File: src/rtl/core/lbse_pkg.sv
`timescale 1ns / 1ps
// ----------------------------------------------------------------------------
// lbse_pkg: shared types and constants of the leaky bucket shaper
// Time widths, queue sizing, verdict and register codes, and the queue entry
// that carries a classified packet from the front part to the back part.
// ----------------------------------------------------------------------------
package lbse_pkg;

	// timestamp and fixed point layout
	localparam int TIME_BITS      = 48;
	localparam int FRAC_BITS      = 16;
	localparam int Q16_W          = 64;
	localparam int LIM_W          = TIME_BITS + 1;
	localparam int CMP_W          = Q16_W + 1;

	// serialization product
	localparam int OVERHEAD_BYTES = 24;
	localparam int LEN_W          = 14;
	localparam int LEN_OH_W       = LEN_W + 1;
	localparam int TPB_W          = 32;
	localparam int PROD_W         = LEN_OH_W + TPB_W;

	// queue between front and back
	localparam int FIFO_AW        = 2;
	localparam int FIFO_DEPTH     = 2 ** FIFO_AW;
	localparam int FIFO_CW        = FIFO_AW + 1;

	// packet header codes
	localparam logic [1:0] IP_KIND_NOT_IP = 2'd2;
	localparam logic [1:0] ECN_NOT_ECT    = 2'd0;
	localparam logic [1:0] ECN_CE         = 2'd3;

	typedef enum logic [1:0] {
		VERDICT_FORWARD = 2'd0,
		VERDICT_BACKLOG = 2'd1,
		VERDICT_NOT_ECT = 2'd2,
		VERDICT_LOSS    = 2'd3
	} verdict_t;

	typedef enum logic [2:0] {
		CFG_DELAY    = 3'd0,
		CFG_TPB      = 3'd1,
		CFG_BOUND    = 3'd2,
		CFG_ECN_THR  = 3'd3,
		CFG_LOSS_THR = 3'd4
	} cfg_index_t;

	// one classified packet, all limits precomputed against its nominal time
	typedef struct packed {
		logic [TIME_BITS-1:0] send;           // nominal send tick
		logic [LIM_W-1:0]     lim_bound;      // send + backlog bound, ticks
		logic [LIM_W-1:0]     lim_ecn;        // send + ecn threshold, ticks
		logic [Q16_W-1:0]     send_plus_prod; // saturated send_q16 + serialization
		logic [PROD_W-1:0]    prod;           // serialization time, q16
		logic                 loss;           // draw below loss threshold
		logic                 ect;            // ip and ecn capable
		logic                 mark;           // capable and not already ce
	} lbse_entry_t;

endpackage

File: src/rtl/core/lbse_front.sv
`timescale 1ns / 1ps
// ----------------------------------------------------------------------------
// lbse_front: packet intake and classification
// Two stages: nominal time, serialization product and header flags first,
// then the limit sums that let the back part decide with plain compares.
// ----------------------------------------------------------------------------
module lbse_front (
	input  logic                           clk,
	input  logic                           arst_n,
	input  logic                           in_valid,
	output logic                           in_stall,
	input  logic [47:0]                    arrival_time,
	input  logic [lbse_pkg::LEN_W-1:0]     packet_length,
	input  logic [1:0]                     ip_kind,
	input  logic [1:0]                     ecn_bits,
	input  logic [63:0]                    loss_draw,
	input  logic [31:0]                    delay_ticks,
	input  logic [lbse_pkg::TPB_W-1:0]     ticks_per_byte_q16,
	input  logic [31:0]                    backlog_bound_ticks,
	input  logic [31:0]                    ecn_threshold_ticks,
	input  logic [63:0]                    loss_threshold,
	input  logic [lbse_pkg::FIFO_CW-1:0]   fifo_count,
	output logic                           push,
	output lbse_pkg::lbse_entry_t          push_entry
);

	logic                               accept;
	logic [lbse_pkg::FIFO_CW:0]         occupancy;
	logic [lbse_pkg::LEN_OH_W-1:0]      len_oh;
	logic [lbse_pkg::Q16_W-1:0]         send_q16;
	logic [lbse_pkg::CMP_W-1:0]         sp_sum;

	logic                               v_s1;
	logic [lbse_pkg::TIME_BITS-1:0]     send_s1;
	logic [lbse_pkg::PROD_W-1:0]        prod_s1;
	logic                               loss_s1;
	logic                               ect_s1;
	logic                               mark_s1;

	logic                               v_s2;
	lbse_pkg::lbse_entry_t              entry_s2;

	// credit check: queue entries plus items still in the two stages
	always_comb begin
		occupancy = (lbse_pkg::FIFO_CW+1)'(fifo_count)
			+ (lbse_pkg::FIFO_CW+1)'(v_s1) + (lbse_pkg::FIFO_CW+1)'(v_s2);
	end
	assign in_stall = occupancy >= (lbse_pkg::FIFO_CW+1)'(lbse_pkg::FIFO_DEPTH);
	assign accept   = in_valid && !in_stall;

	assign len_oh = lbse_pkg::LEN_OH_W'(packet_length)
		+ lbse_pkg::LEN_OH_W'(lbse_pkg::OVERHEAD_BYTES);

	// stage 1 valid
	always_ff @(posedge clk or negedge arst_n) begin
		if (!arst_n) begin
			v_s1 <= 1'b0;
		end else begin
			v_s1 <= accept;
		end
	end

	// stage 1 payload: nominal time, product, flags
	always_ff @(posedge clk) begin
		if (accept) begin
			send_s1 <= lbse_pkg::TIME_BITS'(arrival_time[lbse_pkg::TIME_BITS-1:0]
				+ lbse_pkg::TIME_BITS'(delay_ticks));
			prod_s1 <= lbse_pkg::PROD_W'(len_oh) * lbse_pkg::PROD_W'(ticks_per_byte_q16);
			loss_s1 <= loss_draw < loss_threshold;
			ect_s1  <= (ip_kind < lbse_pkg::IP_KIND_NOT_IP)
				&& (ecn_bits != lbse_pkg::ECN_NOT_ECT);
			mark_s1 <= (ip_kind < lbse_pkg::IP_KIND_NOT_IP)
				&& (ecn_bits != lbse_pkg::ECN_NOT_ECT) && (ecn_bits != lbse_pkg::ECN_CE);
		end
	end

	// saturated earliest time after this packet if the link is idle
	assign send_q16 = lbse_pkg::Q16_W'({send_s1, {lbse_pkg::FRAC_BITS{1'b0}}});
	assign sp_sum   = {1'b0, send_q16} + lbse_pkg::CMP_W'(prod_s1);

	// stage 2 valid
	always_ff @(posedge clk or negedge arst_n) begin
		if (!arst_n) begin
			v_s2 <= 1'b0;
		end else begin
			v_s2 <= v_s1;
		end
	end

	// stage 2 payload: limit sums
	always_ff @(posedge clk) begin
		if (v_s1) begin
			entry_s2.send      <= send_s1;
			entry_s2.lim_bound <= lbse_pkg::LIM_W'(send_s1)
				+ lbse_pkg::LIM_W'(backlog_bound_ticks);
			entry_s2.lim_ecn   <= lbse_pkg::LIM_W'(send_s1)
				+ lbse_pkg::LIM_W'(ecn_threshold_ticks);
			entry_s2.send_plus_prod <= sp_sum[lbse_pkg::Q16_W] ? '1
				: sp_sum[lbse_pkg::Q16_W-1:0];
			entry_s2.prod      <= prod_s1;
			entry_s2.loss      <= loss_s1;
			entry_s2.ect       <= ect_s1;
			entry_s2.mark      <= mark_s1;
		end
	end

	assign push       = v_s2;
	assign push_entry = entry_s2;

endmodule

File: src/rtl/core/lbse_fifo.sv
`timescale 1ns / 1ps
// ----------------------------------------------------------------------------
// lbse_fifo: short queue of classified packets
// Register based ring with a fill count; head entry is read in place.
// ----------------------------------------------------------------------------
module lbse_fifo (
	input  logic                         clk,
	input  logic                         arst_n,
	input  logic                         push,
	input  lbse_pkg::lbse_entry_t        push_entry,
	input  logic                         pop,
	output lbse_pkg::lbse_entry_t        head_entry,
	output logic                         empty,
	output logic [lbse_pkg::FIFO_CW-1:0] count
);

	lbse_pkg::lbse_entry_t               mem_q [lbse_pkg::FIFO_DEPTH];
	logic [lbse_pkg::FIFO_AW-1:0]        wr_ptr_q;
	logic [lbse_pkg::FIFO_AW-1:0]        rd_ptr_q;
	logic [lbse_pkg::FIFO_CW-1:0]        count_q;

	// pointers and fill count
	always_ff @(posedge clk or negedge arst_n) begin
		if (!arst_n) begin
			wr_ptr_q <= '0;
			rd_ptr_q <= '0;
			count_q  <= '0;
		end else begin
			if (push) begin
				wr_ptr_q <= wr_ptr_q + 1'b1;
			end
			if (pop) begin
				rd_ptr_q <= rd_ptr_q + 1'b1;
			end
			if (push && !pop) begin
				count_q <= count_q + 1'b1;
			end else if (pop && !push) begin
				count_q <= count_q - 1'b1;
			end
		end
	end

	// entry storage
	always_ff @(posedge clk) begin
		if (push) begin
			mem_q[wr_ptr_q] <= push_entry;
		end
	end

	assign head_entry = mem_q[rd_ptr_q];
	assign empty      = (count_q == '0);
	assign count      = count_q;

	// front credit check must keep the queue from overflowing
	assert property (@(posedge clk) disable iff (!arst_n)
		push |-> (count_q < lbse_pkg::FIFO_CW'(lbse_pkg::FIFO_DEPTH)) || pop)
		else $error("lbse_fifo: push into full queue");

	// pointer distance agrees with the fill count
	assert property (@(posedge clk) disable iff (!arst_n)
		(count_q != lbse_pkg::FIFO_CW'(lbse_pkg::FIFO_DEPTH))
			|-> (lbse_pkg::FIFO_AW'(wr_ptr_q - rd_ptr_q) == lbse_pkg::FIFO_AW'(count_q)))
		else $error("lbse_fifo: pointers and count disagree");

endmodule

File: src/rtl/core/lbse_back.sv
`timescale 1ns / 1ps
// ----------------------------------------------------------------------------
// lbse_back: scheduling against the link's next free time
// Compares the stored next-free time with the precomputed limits, picks the
// verdict, advances the next-free time and registers the result item.
// ----------------------------------------------------------------------------
module lbse_back (
	input  logic                           clk,
	input  logic                           arst_n,
	input  lbse_pkg::lbse_entry_t          head_entry,
	input  logic                           fifo_empty,
	output logic                           pop,
	output logic                           out_valid,
	input  logic                           out_stall,
	output logic [1:0]                     verdict,
	output logic                           mark_ce,
	output logic [47:0]                    depart_time
);

	logic [lbse_pkg::Q16_W-1:0]     next_free_q;
	logic                           out_valid_q;
	lbse_pkg::verdict_t             verdict_q;
	logic                           mark_q;
	logic [47:0]                    depart_time_q;

	logic [lbse_pkg::Q16_W-1:0]     send_q16;
	logic                           sched_is_nf;
	logic                           over_bound;
	logic                           over_ecn;
	logic                           not_ect_drop;
	logic                           keep;
	logic [lbse_pkg::CMP_W-1:0]     nf_sum;
	logic [lbse_pkg::Q16_W-1:0]     nf_advanced;
	logic [lbse_pkg::TIME_BITS-1:0] sched_ticks;
	lbse_pkg::verdict_t             verdict_d;

	// take the head whenever the output register is free or draining
	assign pop = !fifo_empty && (!out_valid_q || !out_stall);

	// compares of next-free against nominal time and limits, all in parallel
	always_comb begin
		send_q16 = lbse_pkg::Q16_W'({head_entry.send, {lbse_pkg::FRAC_BITS{1'b0}}});
		sched_is_nf = next_free_q > send_q16;
		over_bound = {1'b0, next_free_q}
			> lbse_pkg::CMP_W'({head_entry.lim_bound, {lbse_pkg::FRAC_BITS{1'b0}}});
		over_ecn = {1'b0, next_free_q}
			> lbse_pkg::CMP_W'({head_entry.lim_ecn, {lbse_pkg::FRAC_BITS{1'b0}}});
		not_ect_drop = over_ecn && !head_entry.ect;
		keep = !over_bound && !not_ect_drop;
		nf_sum = {1'b0, next_free_q} + lbse_pkg::CMP_W'(head_entry.prod);
		nf_advanced = nf_sum[lbse_pkg::Q16_W] ? '1 : nf_sum[lbse_pkg::Q16_W-1:0];
		sched_ticks = sched_is_nf
			? next_free_q[lbse_pkg::FRAC_BITS +: lbse_pkg::TIME_BITS] : head_entry.send;
		if (over_bound) begin
			verdict_d = lbse_pkg::VERDICT_BACKLOG;
		end else if (not_ect_drop) begin
			verdict_d = lbse_pkg::VERDICT_NOT_ECT;
		end else if (head_entry.loss) begin
			verdict_d = lbse_pkg::VERDICT_LOSS;
		end else begin
			verdict_d = lbse_pkg::VERDICT_FORWARD;
		end
	end

	// link state and output valid
	always_ff @(posedge clk or negedge arst_n) begin
		if (!arst_n) begin
			next_free_q <= '0;
			out_valid_q <= 1'b0;
		end else begin
			if (pop && keep) begin
				next_free_q <= sched_is_nf ? nf_advanced : head_entry.send_plus_prod;
			end
			if (pop) begin
				out_valid_q <= 1'b1;
			end else if (!out_stall) begin
				out_valid_q <= 1'b0;
			end
		end
	end

	// result item register
	always_ff @(posedge clk) begin
		if (pop) begin
			verdict_q <= verdict_d;
			if (verdict_d == lbse_pkg::VERDICT_FORWARD) begin
				mark_q        <= over_ecn && head_entry.mark;
				depart_time_q <= 48'(sched_ticks);
			end else begin
				mark_q        <= 1'b0;
				depart_time_q <= '0;
			end
		end
	end

	assign out_valid   = out_valid_q;
	assign verdict     = verdict_q;
	assign mark_ce     = mark_q;
	assign depart_time = depart_time_q;

	// the link's next free time never moves backward
	assert property (@(posedge clk) disable iff (!arst_n)
		1'b1 |=> next_free_q >= $past(next_free_q))
		else $error("lbse_back: next free time decreased");

	// dropped items carry no mark and no send time
	assert property (@(posedge clk) disable iff (!arst_n)
		out_valid_q && (verdict_q != lbse_pkg::VERDICT_FORWARD)
			|-> !mark_q && (depart_time_q == '0))
		else $error("lbse_back: dropped item with payload");

	// a drop for backlog or ecn leaves the link state alone
	assert property (@(posedge clk) disable iff (!arst_n)
		pop && !keep |=> $stable(next_free_q))
		else $error("lbse_back: dropped item advanced next free time");

endmodule

File: src/rtl/core/leaky_bucket_shaper_ecn.sv
`timescale 1ns / 1ps
// ----------------------------------------------------------------------------
// leaky_bucket_shaper_ecn: leaky bucket traffic shaper with ECN marking
// Schedules each packet against the link's next free time, drops or CE-marks
// on backlog, applies random loss, and reports verdict and send time.
// ----------------------------------------------------------------------------
// One packet in, one result out, at up to one item per clock when nothing
// stalls. An item passes two front stages (nominal send time, serialization
// product, limit sums), a four-entry queue and the back stage's output
// register. The throughput is set by the back stage's update of the 64-bit
// next-free time, which every item reads and writes. in_stall rises only when
// the queue and the front stages together hold four items. Configuration
// writes are always taken (cfg_ready is tied high) and must be made while no
// item is in flight.
// ----------------------------------------------------------------------------
module leaky_bucket_shaper_ecn (
	input  logic        clk,
	input  logic        arst_n,
	input  logic        in_valid,
	output logic        in_stall,
	input  logic [47:0] arrival_time,
	input  logic [13:0] packet_length,
	input  logic [1:0]  ip_kind,
	input  logic [1:0]  ecn_bits,
	input  logic [63:0] loss_draw,
	output logic        out_valid,
	input  logic        out_stall,
	output logic [1:0]  verdict,
	output logic        mark_ce,
	output logic [47:0] depart_time,
	input  logic        cfg_valid,
	output logic        cfg_ready,
	input  logic [2:0]  cfg_index,
	input  logic [63:0] cfg_data
);

	logic [31:0]                    delay_ticks_q;
	logic [31:0]                    tpb_q;
	logic [31:0]                    bound_q;
	logic [31:0]                    ecn_thr_q;
	logic [63:0]                    loss_thr_q;

	logic                           push;
	lbse_pkg::lbse_entry_t          push_entry;
	logic                           pop;
	lbse_pkg::lbse_entry_t          head_entry;
	logic                           fifo_empty;
	logic [lbse_pkg::FIFO_CW-1:0]   fifo_count;

	assign cfg_ready = 1'b1;

	// configuration registers
	always_ff @(posedge clk or negedge arst_n) begin
		if (!arst_n) begin
			delay_ticks_q <= 32'd0;
			tpb_q         <= 32'd65536;
			bound_q       <= 32'hFFFF_FFFF;
			ecn_thr_q     <= 32'hFFFF_FFFF;
			loss_thr_q    <= 64'd0;
		end else if (cfg_valid && cfg_ready) begin
			case (cfg_index)
				lbse_pkg::CFG_DELAY: begin
					delay_ticks_q <= cfg_data[31:0];
				end
				lbse_pkg::CFG_TPB: begin
					tpb_q <= cfg_data[31:0];
				end
				lbse_pkg::CFG_BOUND: begin
					bound_q <= cfg_data[31:0];
				end
				lbse_pkg::CFG_ECN_THR: begin
					ecn_thr_q <= cfg_data[31:0];
				end
				lbse_pkg::CFG_LOSS_THR: begin
					loss_thr_q <= cfg_data;
				end
				default: begin
				end
			endcase
		end
	end

	// intake and classification
	lbse_front u_front (
		.clk                 (clk),
		.arst_n              (arst_n),
		.in_valid            (in_valid),
		.in_stall            (in_stall),
		.arrival_time        (arrival_time),
		.packet_length       (packet_length),
		.ip_kind             (ip_kind),
		.ecn_bits            (ecn_bits),
		.loss_draw           (loss_draw),
		.delay_ticks         (delay_ticks_q),
		.ticks_per_byte_q16  (tpb_q),
		.backlog_bound_ticks (bound_q),
		.ecn_threshold_ticks (ecn_thr_q),
		.loss_threshold      (loss_thr_q),
		.fifo_count          (fifo_count),
		.push                (push),
		.push_entry          (push_entry)
	);

	// queue between front and back
	lbse_fifo u_fifo (
		.clk        (clk),
		.arst_n     (arst_n),
		.push       (push),
		.push_entry (push_entry),
		.pop        (pop),
		.head_entry (head_entry),
		.empty      (fifo_empty),
		.count      (fifo_count)
	);

	// scheduling and result
	lbse_back u_back (
		.clk         (clk),
		.arst_n      (arst_n),
		.head_entry  (head_entry),
		.fifo_empty  (fifo_empty),
		.pop         (pop),
		.out_valid   (out_valid),
		.out_stall   (out_stall),
		.verdict     (verdict),
		.mark_ce     (mark_ce),
		.depart_time (depart_time)
	);

endmodule

File: config.mk
export PLATFORM = sky130hd
export DESIGN_NAME = leaky_bucket_shaper_ecn
export DESIGN_NICKNAME = d
export VERILOG_FILES = /design/src/rtl/core/lbse_pkg.sv /design/src/rtl/core/lbse_front.sv /design/src/rtl/core/lbse_fifo.sv /design/src/rtl/core/lbse_back.sv /design/src/rtl/core/leaky_bucket_shaper_ecn.sv
export SDC_FILE = /design/constraint.sdc
export NUM_CORES = 2
export LEC_CHECK = 0
export BUFFER_PORTS_ARGS = -buffer_cell sky130_fd_sc_hd__buf_2
export CAP_MARGIN = 10
export CORE_ASPECT_RATIO = 0.8
export CORE_MARGIN = 2
export CORE_UTILIZATION = 50
export DETAILED_ROUTE_END_ITERATION = 8
export PLACE_DENSITY = 0.66
export SKIP_LAST_GASP = 1
export SLEW_MARGIN = 0
export SYNTH_ARGS = -nofsm -noshare
export SYNTH_HDL_FRONTEND = slang
export SYNTH_SLANG_ARGS = --single-unit
File: constraint.sdc
create_clock -name clk -period 17.64 [get_ports clk]
set_input_delay 0.882 -clock clk [delete_from_list [all_inputs] [get_ports clk]]
set_output_delay 0.882 -clock clk [all_outputs]
set_load 0.02 [all_outputs]
==> out/qor.txt <==
Syn. warnings: 0
final core occ: 55.8%
core box area: 182000 um2
synth unique cells: 100
mean post-synth cell area: 13.6 um2
Crit path arrival time: 8.82 ns
hold-fix buffers at CTS: 0
grt ovf: 0
largest area contributor in the netlist: edfxtp_1
Rows: 140
CP max-delay cell: fa_1
met2 WL: 108000 um
port buffer count: 253
number of global-route vias before repair: 56322
Vias: 55749
total clock sinks: 1715
GRT Total Usage: 24.8%
largest net degree at the start of global routing: 138
synth top area cells: edfxtp_1, fa_1, ha_1
final WL: 231000 um
Synth Instances: 6769
post-CTS setup buffers: 0
layout cells sized above 1: 15.5%
Reg2Reg Setup Slack: 9.74 ns
Die W: 483 um
synthesized area: 92000 um2
post-synthesis async set-or-reset flop share: 15.5%
status: finished clean
n_diodes: 0
initial antenna violation count: 12
commonest non-fill, non-tap cells in the layout: edfxtp_1, inv_1, nand2_1
Syn Nets: 7864
unrepaired setup endpoints after global routing: false
Yosys reg bits: 1715
clock skew: 0.0589 ns
CTS tree: built
Worst EP required: 18.30 ns
pins over their slew limit: 0
Worst R2R Path Depth: 14
antenna-violating nets left: 0
Remaining DRCs: 0
worst r2r dst: u_back.next_free_q[38]
Die Y: 388 um
first-pass GRT wire length: 351000 um
DR top layer: met5
total negative slack: 0 ns
Max Root-Sink Buffers: 3
CTS H-Tree Depth: 4
min cycle time layout: 8.15 ns
IO Count: 256
Worst Setup End Kind: register
max_cap viols: 0
CTS root buffer: clkbuf_16
Startpoint Class: input pin
WL met3: 16700 um
Top cell by count, worst path: fa_1
clock latency reported for the late side of the worst-skew pair: 0.82 ns
full die area: 187000 um2
P&R area growth vs syn: 10.7%
post-synthesis sequential area ratio: 54.6%
Routed WL per cell: 24.2 um
buffers and inverters on the worst path: 4
top-area cell type share of the netlist area: 47.3%
Top FF cell, synth: edfxtp_1
Slew HR: 14.6%
WL met1: 101000 um
post-DP HPWL: 161000 um
kind of critical path: input pin to register
Slew @ Worst Pin: 1.28 ns
Nets: 8111
commonest non-fill, non-tap cell in the layout: edfxtp_1
# setup viols final: 0
reg-to-reg startpoint: u_fifo.rd_ptr_q[0]
Iter 0 DRT Violations: 5063
period utilisation layout: 46.2%
Clock transition at path regs: 0.06 ns
Via-to-Cell Ratio: 5.82
post-CTS sizing: 0
Initial Util: 50.4%
endpoints failing hold: 0
Achievable Freq: 123 MHz
total CTS buffers: 168
Filler Cell Count: 14601
delay-heaviest family, CP: adder cells
Post-synth EDFFs: 1449
CP peak stage delay: 0.58 ns
Final GP Congestion: 0.904
DRT Pass-1 Iters: 5
Min-Delay Path Class: input pin to asynchronous set/reset pin
crit-path max FO: 32
==> kinds of logic (layout without fill, tap and decap cells) <==
group | after synthesis | in the layout | share of synthesized area, %
mux | 441 | 441 | 8.51
buf+inv | 919 | 1308 | 3.84
xor+xnor | 246 | 246 | 2.34
compound gates | 1054 | 1054 | 7.34
other cells | 1 | 1 | 0.00408
fa+ha+maj | 893 | 893 | 15.4
flops | 1715 | 1715 | 54.6
simple gates | 1500 | 1500 | 7.95
==> metal layers <==
metal	global-route usage, %	vias up
met4	5.97	8
li1	-	24971
met3	4.26	313
met1	35.6	28534
met2	39.5	1923
met5	0	-
==> Yosys cell counts, drive strengths merged, types with 130 or more instances <==
library cell,number
a21o,162
nand2,569
mux4,260
edfxtp,1449
xnor2,147
a21oi,292
o21ai,267
and2,233
dfrtp,201
nor2,247
ha,499
clkbuf,182
mux2,130
inv,665
fa,394
==> through the flow <==
step                      instances  worst slack, ns  hold WS (ns)  cell area, um2
after floorplan                6769             8.51         0.400           92000
after global placement         9260             8.76         0.405           96000
after detailed placement       9260             8.65         0.410           96000
after CTS                      9572             9.54         0.125          102000
after global routing           9572             9.05         0.140          102000
final                          9572             9.49         0.105          102000
==> state kept, by name, summed over array words and instances (netlist names) <==
register	flops
u_front.v_s1	1
u_front.push	1
u_back.verdict	2
u_fifo.rd_ptr_q	2
u_back.depart_time	48
u_back.next_free_q	64
bound_q	32
u_fifo.wr_ptr_q	2
loss_thr_q	64
u_front.loss_s1	1
u_back.out_valid	1
delay_ticks_q	32
u_front.push_entry	260
u_front.ect_s1	1
u_back.mark_ce	1
ecn_thr_q	32
u_fifo.count	3
u_front.prod_s1	47
u_front.mark_s1	1
u_fifo.mem_q	1040
u_front.send_s1	48
tpb_q	32
==> how the worst max path moves through the flow <==
stage,from,to,slack (ns),cells past startpoint
floorplan,u_front.v_s1,u_front.v_s1,8.51,3
global placement,packet_length[5],u_front.prod_s1[43],8.76,27
detailed placement,packet_length[5],u_front.prod_s1[46],8.65,27
CTS,packet_length[5],u_front.prod_s1[46],9.54,27
global route,packet_length[5],u_front.prod_s1[46],9.05,27
finish,packet_length[5],u_front.prod_s1[43],9.49,27
==> area by class of cell <==
cell class / count / area, um2 / share of cell area, %
multi-input cells: 4135 / 38400 / 37.7
clock buffers: 223 / 4660 / 4.57
inverters: 665 / 2500 / 2.45
well taps: 2414 / 3020 / 2.97
flip-flops and latches: 1715 / 50300 / 49.4
clock inverters: 89 / 1070 / 1.05
repair buffers: 331 / 1910 / 1.88
Power is not shown: default switching activity piles up to over one toggle a cycle in this logic, so the estimate is an artifact.
